**src/rtl/ecc_pkg.sv**
```systemverilog
// Shared types, constants and calendar helpers for the epoch calendar converter.
package ecc_pkg;

    localparam int unsigned DivBits   = 32;
    localparam int unsigned DvsW      = 17;
    localparam int unsigned MagicW    = 26;
    localparam int unsigned PreW      = 3;
    localparam int unsigned PostW     = 6;
    localparam int unsigned ProdW     = DivBits + MagicW;

    localparam logic [DvsW-1:0] SecsPerDay  = 17'd86400;
    localparam logic [DvsW-1:0] SecsPerHour = 17'd3600;
    localparam logic [DvsW-1:0] SecsPerMin  = 17'd60;
    localparam logic [DvsW-1:0] DaysPerWeek = 17'd7;

    // Reciprocals and shifts for the constant divisions. 86400 is 2^7 * 675, so a day
    // division first drops seven bits and then divides a 25-bit value by 675.
    localparam logic [MagicW-1:0] MagicDay  = 26'd50903317;
    localparam logic [MagicW-1:0] MagicHour = 26'd149131;
    localparam logic [MagicW-1:0] MagicMin  = 26'd4370;
    localparam logic [MagicW-1:0] MagicWeek = 26'd74899;

    localparam logic [PreW-1:0]   PreDay    = 3'd7;
    localparam logic [PreW-1:0]   PreNone   = 3'd0;

    localparam logic [PostW-1:0]  PostDay   = 6'd35;
    localparam logic [PostW-1:0]  PostHour  = 6'd29;
    localparam logic [PostW-1:0]  PostMin   = 6'd18;
    localparam logic [PostW-1:0]  PostWeek  = 6'd19;

    localparam logic [7:0] FirstYear   = 8'd70;
    localparam logic [3:0] LastMonth0  = 4'd11;

    localparam logic       ActToCal    = 1'b0;
    localparam logic       ActToSecs   = 1'b1;

    typedef enum logic [3:0] {
        ST_IDLE,
        ST_DIV_DAY,
        ST_DIV_HOUR,
        ST_DIV_MIN,
        ST_DIV_WDAY,
        ST_YEAR,
        ST_MONTH,
        ST_C_YEAR,
        ST_C_MONTH,
        ST_MUL_DAY,
        ST_MUL_HOUR,
        ST_MUL_MIN,
        ST_ADD_SEC,
        ST_DONE
    } state_t;

    typedef logic [4:0] mlen_t;

    localparam mlen_t MonthLen [12] = '{
        5'd31, 5'd28, 5'd31, 5'd30, 5'd31, 5'd30,
        5'd31, 5'd31, 5'd30, 5'd31, 5'd30, 5'd31
    };

    // Every year whose offset from 1900 is a multiple of four is a leap year.
    function automatic logic [8:0] year_days(input logic [7:0] y);
        year_days = (y[1:0] == 2'b00) ? 9'd366 : 9'd365;
    endfunction

    function automatic mlen_t month_days(input logic [3:0] m0, input logic [7:0] y);
        mlen_t d;
        d = (m0 <= LastMonth0) ? MonthLen[m0] : MonthLen[0];
        if (m0 == 4'd1 && y[1:0] == 2'b00)
        begin
            d = 5'd29;
        end
        month_days = d;
    endfunction

endpackage

```
**src/rtl/epoch_calendar_converter_top.sv**
```systemverilog
// Top level of the epoch calendar converter: sequencer, shared multiplier and adder.
//
//  channel   | handshake                  | payload
//  ----------+----------------------------+------------------------------------------
//  request   | start, accepted if !busy   | action, in_seconds, in_second .. in_year
//  result    | done, one-cycle strobe     | out_seconds, out_second .. out_weekday
//
// Seconds to calendar: four divisions in turn, then one step per year stepped after 1970
// (up to 136) and per month (up to 11) before done rises. Calendar to seconds: the same year
// and month walk, then four multiply and add steps before done rises.
// busy stays high from acceptance through the done cycle; reset is asynchronous and returns
// the sequencer to idle. The receiver cannot stall, so done is high for exactly one cycle.
module epoch_calendar_converter_top (
    input  logic        clk,
    input  logic        rst_n,
    input  logic        start,
    output logic        busy,
    input  logic        action,
    input  logic [31:0] in_seconds,
    input  logic [5:0]  in_second,
    input  logic [5:0]  in_minute,
    input  logic [4:0]  in_hour,
    input  logic [4:0]  in_day,
    input  logic [3:0]  in_month,
    input  logic [6:0]  in_year,
    output logic        done,
    output logic [31:0] out_seconds,
    output logic [5:0]  out_second,
    output logic [5:0]  out_minute,
    output logic [4:0]  out_hour,
    output logic [4:0]  out_day,
    output logic [3:0]  out_month,
    output logic [7:0]  out_year,
    output logic [2:0]  out_weekday
);

    ecc_pkg::state_t state_reg, state_next;

    logic        act_reg, act_next;
    logic [15:0] day_reg, day_next;
    logic [7:0]  year_reg, year_next;
    logic [7:0]  ytgt_reg, ytgt_next;
    logic [3:0]  month_reg, month_next;
    logic [3:0]  cmon_reg, cmon_next;
    logic [5:0]  sec_reg, sec_next;
    logic [5:0]  min_reg, min_next;
    logic [4:0]  hour_reg, hour_next;
    logic [4:0]  dom_reg, dom_next;
    logic [2:0]  wday_reg, wday_next;
    logic [31:0] acc_reg, acc_next;
    logic [31:0] prod_reg, prod_next;

    logic                      div_start;
    logic [ecc_pkg::DivBits-1:0] div_dividend;
    logic [ecc_pkg::DvsW-1:0]    div_divisor;
    logic [ecc_pkg::DivBits-1:0] div_quo;
    logic [ecc_pkg::DvsW-1:0]    div_rem;
    logic                      div_done;

    logic [31:0] mul_a;
    logic [16:0] mul_b;
    logic [48:0] mul_full;
    logic [31:0] add_op;
    logic [8:0]  ydays;
    logic [4:0]  mdays;
    logic [7:0]  mday_year;

    ecc_div u_div (
        .clk       (clk),
        .rst_n     (rst_n),
        .start     (div_start),
        .dividend  (div_dividend),
        .divisor   (div_divisor),
        .quotient  (div_quo),
        .remainder (div_rem),
        .done      (div_done)
    );

    assign mul_full  = mul_a * mul_b;
    assign ydays     = ecc_pkg::year_days(year_reg);
    // The month walk uses the running year when decoding, the target year when encoding.
    assign mday_year = act_reg ? ytgt_reg : year_reg;
    assign mdays     = ecc_pkg::month_days(month_reg, mday_year);

    always_comb
    begin
        state_next   = state_reg;
        act_next     = act_reg;
        day_next     = day_reg;
        year_next    = year_reg;
        ytgt_next    = ytgt_reg;
        month_next   = month_reg;
        cmon_next    = cmon_reg;
        sec_next     = sec_reg;
        min_next     = min_reg;
        hour_next    = hour_reg;
        dom_next     = dom_reg;
        wday_next    = wday_reg;
        acc_next     = acc_reg;
        prod_next    = prod_reg;
        div_start    = 1'b0;
        div_dividend = in_seconds;
        div_divisor  = ecc_pkg::SecsPerDay;
        mul_a        = '0;
        mul_b        = '0;
        add_op       = prod_reg;

        unique case (state_reg)
            ecc_pkg::ST_IDLE:
            begin
                if (start)
                begin
                    act_next  = action;
                    sec_next  = in_second;
                    min_next  = in_minute;
                    hour_next = in_hour;
                    dom_next  = in_day;
                    year_next = ecc_pkg::FirstYear;
                    day_next  = '0;
                    ytgt_next = (in_year < 7'd70) ? 8'({1'b0, in_year} + 8'd100)
                                                  : {1'b0, in_year};
                    // Month zero counts as January, months past twelve as December.
                    if (in_month == 4'd0)
                    begin
                        cmon_next = 4'd1;
                    end
                    else if (in_month > 4'd12)
                    begin
                        cmon_next = 4'd12;
                    end
                    else
                    begin
                        cmon_next = in_month;
                    end
                    if (action == ecc_pkg::ActToCal)
                    begin
                        div_start  = 1'b1;
                        state_next = ecc_pkg::ST_DIV_DAY;
                    end
                    else
                    begin
                        state_next = ecc_pkg::ST_C_YEAR;
                    end
                end
            end
            ecc_pkg::ST_DIV_DAY:
            begin
                if (div_done)
                begin
                    day_next     = div_quo[15:0];
                    div_start    = 1'b1;
                    div_dividend = 32'(div_rem);
                    div_divisor  = ecc_pkg::SecsPerHour;
                    state_next   = ecc_pkg::ST_DIV_HOUR;
                end
            end
            ecc_pkg::ST_DIV_HOUR:
            begin
                if (div_done)
                begin
                    hour_next    = div_quo[4:0];
                    div_start    = 1'b1;
                    div_dividend = 32'(div_rem);
                    div_divisor  = ecc_pkg::SecsPerMin;
                    state_next   = ecc_pkg::ST_DIV_MIN;
                end
            end
            ecc_pkg::ST_DIV_MIN:
            begin
                if (div_done)
                begin
                    min_next     = div_quo[5:0];
                    sec_next     = div_rem[5:0];
                    div_start    = 1'b1;
                    // The epoch day was a Thursday.
                    div_dividend = 32'(day_reg) + 32'd4;
                    div_divisor  = ecc_pkg::DaysPerWeek;
                    state_next   = ecc_pkg::ST_DIV_WDAY;
                end
            end
            ecc_pkg::ST_DIV_WDAY:
            begin
                if (div_done)
                begin
                    wday_next  = div_rem[2:0] + 3'd1;
                    state_next = ecc_pkg::ST_YEAR;
                end
            end
            ecc_pkg::ST_YEAR:
            begin
                if (day_reg >= 16'(ydays))
                begin
                    day_next  = day_reg - 16'(ydays);
                    year_next = year_reg + 8'd1;
                end
                else
                begin
                    month_next = '0;
                    state_next = ecc_pkg::ST_MONTH;
                end
            end
            ecc_pkg::ST_MONTH:
            begin
                if (month_reg < ecc_pkg::LastMonth0 && day_reg >= 16'(mdays))
                begin
                    day_next   = day_reg - 16'(mdays);
                    month_next = month_reg + 4'd1;
                end
                else
                begin
                    state_next = ecc_pkg::ST_DONE;
                end
            end
            ecc_pkg::ST_C_YEAR:
            begin
                if (year_reg < ytgt_reg)
                begin
                    day_next  = day_reg + 16'(ydays);
                    year_next = year_reg + 8'd1;
                end
                else
                begin
                    month_next = '0;
                    state_next = ecc_pkg::ST_C_MONTH;
                end
            end
            ecc_pkg::ST_C_MONTH:
            begin
                if ((month_reg + 4'd1) < cmon_reg)
                begin
                    day_next   = day_reg + 16'(mdays);
                    month_next = month_reg + 4'd1;
                end
                else
                begin
                    state_next = ecc_pkg::ST_MUL_DAY;
                end
            end
            ecc_pkg::ST_MUL_DAY:
            begin
                // Day of month zero steps one day back; all sums wrap at 32 bits.
                mul_a      = 32'(day_reg) + 32'(dom_reg) - 32'd1;
                mul_b      = ecc_pkg::SecsPerDay;
                prod_next  = mul_full[31:0];
                acc_next   = '0;
                state_next = ecc_pkg::ST_MUL_HOUR;
            end
            ecc_pkg::ST_MUL_HOUR:
            begin
                mul_a      = 32'(hour_reg);
                mul_b      = ecc_pkg::SecsPerHour;
                prod_next  = mul_full[31:0];
                acc_next   = acc_reg + add_op;
                state_next = ecc_pkg::ST_MUL_MIN;
            end
            ecc_pkg::ST_MUL_MIN:
            begin
                mul_a      = 32'(min_reg);
                mul_b      = ecc_pkg::SecsPerMin;
                prod_next  = mul_full[31:0];
                acc_next   = acc_reg + add_op;
                state_next = ecc_pkg::ST_ADD_SEC;
            end
            ecc_pkg::ST_ADD_SEC:
            begin
                add_op     = 32'(sec_reg) + prod_reg;
                acc_next   = acc_reg + add_op;
                state_next = ecc_pkg::ST_DONE;
            end
            ecc_pkg::ST_DONE:
            begin
                state_next = ecc_pkg::ST_IDLE;
            end
            default:
            begin
                state_next = ecc_pkg::ST_IDLE;
            end
        endcase
    end

    always_ff @(posedge clk or negedge rst_n)
    begin
        if (!rst_n)
        begin
            state_reg <= ecc_pkg::ST_IDLE;
        end
        else
        begin
            state_reg <= state_next;
        end
    end

    always_ff @(posedge clk)
    begin
        act_reg   <= act_next;
        day_reg   <= day_next;
        year_reg  <= year_next;
        ytgt_reg  <= ytgt_next;
        month_reg <= month_next;
        cmon_reg  <= cmon_next;
        sec_reg   <= sec_next;
        min_reg   <= min_next;
        hour_reg  <= hour_next;
        dom_reg   <= dom_next;
        wday_reg  <= wday_next;
        acc_reg   <= acc_next;
        prod_reg  <= prod_next;
    end

    assign busy = (state_reg != ecc_pkg::ST_IDLE);
    assign done = (state_reg == ecc_pkg::ST_DONE);

    assign out_seconds = act_reg ? acc_reg : 32'd0;
    assign out_second  = act_reg ? 6'd0 : sec_reg;
    assign out_minute  = act_reg ? 6'd0 : min_reg;
    assign out_hour    = act_reg ? 5'd0 : hour_reg;
    assign out_day     = act_reg ? 5'd0 : 5'(day_reg[4:0] + 5'd1);
    assign out_month   = act_reg ? 4'd0 : 4'(month_reg + 4'd1);
    assign out_year    = act_reg ? 8'd0 : year_reg;
    assign out_weekday = act_reg ? 3'd0 : wday_reg;

endmodule

```
**src/rtl/ecc_div.sv**
```systemverilog
// Constant divider by reciprocal multiplication, shared by all four division steps.
module ecc_div (
    input  logic                      clk,
    input  logic                      rst_n,
    input  logic                      start,
    input  logic [ecc_pkg::DivBits-1:0] dividend,
    input  logic [ecc_pkg::DvsW-1:0]    divisor,
    output logic [ecc_pkg::DivBits-1:0] quotient,
    output logic [ecc_pkg::DvsW-1:0]    remainder,
    output logic                      done
);

    logic                          qph_reg, qph_next;
    logic                          rph_reg, rph_next;
    logic                          done_reg, done_next;
    logic [ecc_pkg::DivBits-1:0]   num_reg, num_next;
    logic [ecc_pkg::DvsW-1:0]      dvs_reg, dvs_next;
    logic [ecc_pkg::DivBits-1:0]   quo_reg, quo_next;
    logic [ecc_pkg::DvsW-1:0]      rem_reg, rem_next;
    logic [ecc_pkg::MagicW-1:0]    magic;
    logic [ecc_pkg::PreW-1:0]      pre_sh;
    logic [ecc_pkg::PostW-1:0]     post_sh;
    logic [ecc_pkg::DivBits-1:0]   mul_a;
    logic [ecc_pkg::MagicW-1:0]    mul_b;
    logic [ecc_pkg::ProdW-1:0]     prod;
    logic [ecc_pkg::ProdW-1:0]     prod_sh;
    logic [ecc_pkg::DivBits-1:0]   diff;

    // The shifted product is the exact quotient for every dividend the sequencer can pass.
    always_comb
    begin
        unique case (dvs_reg)
            ecc_pkg::SecsPerDay:
            begin
                magic   = ecc_pkg::MagicDay;
                pre_sh  = ecc_pkg::PreDay;
                post_sh = ecc_pkg::PostDay;
            end
            ecc_pkg::SecsPerHour:
            begin
                magic   = ecc_pkg::MagicHour;
                pre_sh  = ecc_pkg::PreNone;
                post_sh = ecc_pkg::PostHour;
            end
            ecc_pkg::SecsPerMin:
            begin
                magic   = ecc_pkg::MagicMin;
                pre_sh  = ecc_pkg::PreNone;
                post_sh = ecc_pkg::PostMin;
            end
            default:
            begin
                magic   = ecc_pkg::MagicWeek;
                pre_sh  = ecc_pkg::PreNone;
                post_sh = ecc_pkg::PostWeek;
            end
        endcase
    end

    assign prod    = mul_a * mul_b;
    assign prod_sh = prod >> post_sh;
    assign diff    = num_reg - prod[ecc_pkg::DivBits-1:0];

    always_comb
    begin
        qph_next  = 1'b0;
        rph_next  = 1'b0;
        done_next = 1'b0;
        num_next  = num_reg;
        dvs_next  = dvs_reg;
        quo_next  = quo_reg;
        rem_next  = rem_reg;
        mul_a     = quo_reg;
        mul_b     = ecc_pkg::MagicW'(dvs_reg);
        if (start)
        begin
            qph_next = 1'b1;
            num_next = dividend;
            dvs_next = divisor;
        end
        else if (qph_reg)
        begin
            mul_a    = num_reg >> pre_sh;
            mul_b    = magic;
            quo_next = prod_sh[ecc_pkg::DivBits-1:0];
            rph_next = 1'b1;
        end
        else if (rph_reg)
        begin
            // The same multiplier forms quotient times divisor for the remainder.
            rem_next  = diff[ecc_pkg::DvsW-1:0];
            done_next = 1'b1;
        end
    end

    always_ff @(posedge clk or negedge rst_n)
    begin
        if (!rst_n)
        begin
            qph_reg  <= 1'b0;
            rph_reg  <= 1'b0;
            done_reg <= 1'b0;
        end
        else
        begin
            qph_reg  <= qph_next;
            rph_reg  <= rph_next;
            done_reg <= done_next;
        end
    end

    always_ff @(posedge clk)
    begin
        num_reg <= num_next;
        dvs_reg <= dvs_next;
        quo_reg <= quo_next;
        rem_reg <= rem_next;
    end

    assign quotient  = quo_reg;
    assign remainder = rem_reg;
    assign done      = done_reg;

endmodule

```
**config.mk**
```make
export PLATFORM = sky130hd
export DESIGN_NAME = epoch_calendar_converter_top
export DESIGN_NICKNAME = d
export VERILOG_FILES = /design/src/rtl/ecc_pkg.sv /design/src/rtl/epoch_calendar_converter_top.sv /design/src/rtl/ecc_div.sv
export SDC_FILE = /design/constraint.sdc
export NUM_CORES = 2
export LEC_CHECK = 0
export BUFFER_PORTS_ARGS = -buffer_cell sky130_fd_sc_hd__buf_2
export CAP_MARGIN = 20
export CORE_ASPECT_RATIO = 1.5
export CORE_MARGIN = 10
export CORE_UTILIZATION = 54
export CTS_BUF_LIST = sky130_fd_sc_hd__clkbuf_4 sky130_fd_sc_hd__clkbuf_8
export DETAILED_ROUTE_END_ITERATION = 8
export PLACE_DENSITY = 0.72
export SYNTH_ARGS = -nofsm -noshare
export SYNTH_HDL_FRONTEND = slang
export SYNTH_SLANG_ARGS = --single-unit
```
**constraint.sdc**
```tcl
create_clock -name clk -period 9.25 [get_ports clk]
set_clock_uncertainty 0.15 [all_clocks]
set_input_delay 1.85 -clock clk [delete_from_list [all_inputs] [get_ports clk]]
set_output_delay 1.85 -clock clk [all_outputs]
set_load 0.02 [all_outputs]
```
==> flow_summary_export.csv <==
group,metric,value,unit
timing,timing.final.crit_share,99.8,%
timing,slew_violations,0,
layout,stdcell_count,6944,
synth,yosys_warnings,0,
synth,synth_adder_area_share,48.0,%
place,dp.cells,6810,
die,dieWidth,260,um
synth,synth_edf_count,215,
layout,final_common_cell,"inv_1",
global_route,antenna_found_initial,2,
global_route,grt_max_degree,72,
timing,fmax,0.108,GHz
die,die_y,380,um
place,gp_congestion,1.05,
clock_network,cts_tree,"yes",
clock_network,clk_pin_slew,70,ps
setup_path,rr_endpoint,"u_div.quotient[15]",
setup_path,crit_path_max_fanout,8,
outcome,status,"finished clean",
timing,max_slew.worst_pin.slew,1110,ps
synth,synth.area.top_cells,"fa_1 31%, ha_1 17%, edfxtp_1 14%, inv_1 8.2%, nor2_1 3.9%",
timing,setup_viol,0,
place,port_buffers,139,
hold_path,hold_path.class,"reg -> reg",
clock_network,cts_buffer_depth,3,
timing,hold_viol,0,
global_route,grt_pass1_wl,241,mm
synth,synth-async-reset-ratio,3.15,%
synth,synth_area,46500,um^2
synth,synth.area.mux_share,0.946,%
clock_network,cts_made_buffers,39,
layout,nFillCells,7054,
synth,avgSynthCellArea,9.21,um^2
synth,yosysUniqueCellTypes,88,
setup_path,r2r_slack,100,ps
setup_path,crit_slowest_cell,"o32ai_1",
place,hpwl,137,mm
setup_path,slowest_delay,680,ps
synth,ys_ff_latch,222,
drt,via_count,39200,
setup_path,worst-setup-path-type,"in -> reg",
synth,synth_cells,5053,
synth,synth_top_family_by_area,"adder cells",
die,rows,131,
timing,fin_hold_ws,320,ps
layout,final_cell_mix,"997 x inv_1, 687 x fa_1, 596 x ha_1",
setup_path,crit_end,"u_div.quotient[16]",
setup_path,crit_required,9480,ps
setup_path,cp.arrival,9460,ps
global_route,first_global_vias,42365,
synth,synth_top_flop_cell,"edfxtp_1",
layout,areaGrowthSynthToFinish,19.5,%
clock_network,cts_root_buf,"clkbuf_8",
timing,setup_slack,17.2,ps
synth,yosysSeqAreaShare,14.2,%
global_route,grt_use_total,32.3,%
drt,drc,0,
timing,period_needed,9230,ps
drt,viasPerCell,5.65,
synth,synth-simple-area-share,12.5,%
die,initial_core_util,54.6,%
setup_path,crit_buf_inv,15,
drt,wl_per_cell,23.0,um
synth,synth_xor_xnor_area_share,4.29,%
setup_path,crit_top_cell,"buf_4",
die,design.die.area,98600,um^2
clock_network,cts.sinks,222,
layout,final_nets,7197,
synth,synth_compound_area_share,10.4,%
timing,setup_tns,0,ps
drt,drt_wl_total,159,mm
setup_path,r2r.worst_path.cells,31,
die,io-pin-count,140,
setup_path,cp.depth,34,
setup_path,critical-path-top-delay-family,"adder cells",
setup_path,cp-end-kind,"flop",
drt,first_iter_violations,2561,
drt,dr.pass1.iters,6,
setup_path,critPathLaunch,"action",
layout,layout-drive-gt1-share,19.1,%
timing,rsz0062_at_grt,"yes",
synth,yosys.area.top_type_share,31.4,%
global_route,grt-ovfl-total,0,
synth,synth_top_cell_by_area,"fa_1",
timing,max_slew_margin,25.3,%
job,drv_cap,0,
place,pre_cts_ws,-1140,ps
die,core_area,85200,um^2
setup_path,cp-start-kind,"input pin",
clock_network,cts-htree-levels,2,
setup_path,r2r_start,"u_div.dvs_reg[1]",
drt,ant_nets,0,
clock_network,worstSkewPairLatency,700,ps
per-stage QoR:
stage	util, %	instance area, um^2
2_1_floorplan	-	47300
3_3_place_gp	62.0	52800
3_5_place_dp	62.0	52800
4_1_cts	63.6	54200
5_1_grt	65.3	55600
6_report	65.3	55600
final cells by class:
class / instances / area (um^2) / share of cell area [%]
multi-input combinational: 3785 / 37500 / 67.4
sequential: 222 / 6630 / 11.9
timing repair buffer: 710 / 5440 / 9.78
inverter: 1022 / 3840 / 6.91
tap: 1130 / 1410 / 2.54
clock buffer: 49 / 612 / 1.10
clock inverter: 22 / 185 / 0.333
antenna: 4 / 10.0 / 0.0180
cell usage after synthesis, drive strengths merged (36+ instances only):
library cell  instances
and3                114
fa                  729
a21o                 60
o21a                 36
edfxtp              215
xnor2               168
nor2                478
inv                1021
clkbuf              139
and2                 74
ha                  619
xor2                 60
nor3                 36
o21ai               162
nand2               358
nand3                63
a21oi               211
nor2b                51
o22ai                38
nand2b               40
what timing repair did:
item	in CTS	in global routing
pin swaps	25	154
buffers inserted	17	42
cloned	2	2
endpoints found under the setup margin	30	35
hold buffers	0	0
gates resized for setup	103	250
worst min path at each step:
stage | depth (start not counted) | endpoint | startpoint | slack [ps]
6_report | 1 | u_div.done | u_div.rph_reg | 320
5_1_grt | 1 | u_div.done | u_div.rph_reg | 340
4_1_cts | 1 | u_div.done | u_div.rph_reg | 300
3_3_place_gp | 1 | u_div.done | u_div.rph_reg | 360
3_5_place_dp | 1 | u_div.done | u_div.rph_reg | 360
2_1_floorplan | 1 | u_div.done | u_div.rph_reg | 330
cells by family (layout without fill, tap and decap cells):
group,after synthesis,count (layout)
adders and majority gates,1348,1348
muxes,41,41
xor gates and xnor gates,228,228
other,2,148
buffers and inverters,1188,1803
AOI/OAI and AO/OA,746,746
DFF,222,222
and+or+nand+nor,1278,1278
per-layer routing:
layer  vias up  wire (um)  GRT usage (%)
met1     19287      50200           31.5
li1      17547          -              -
met2      1662      83600           59.6
met3       702       9620           4.23
met4         2      16000           26.3
met5         -         10              0
Power is left out: the tool's default activity adds up to more than one toggle a clock period on the data nets, which glitch-free logic cannot reach.
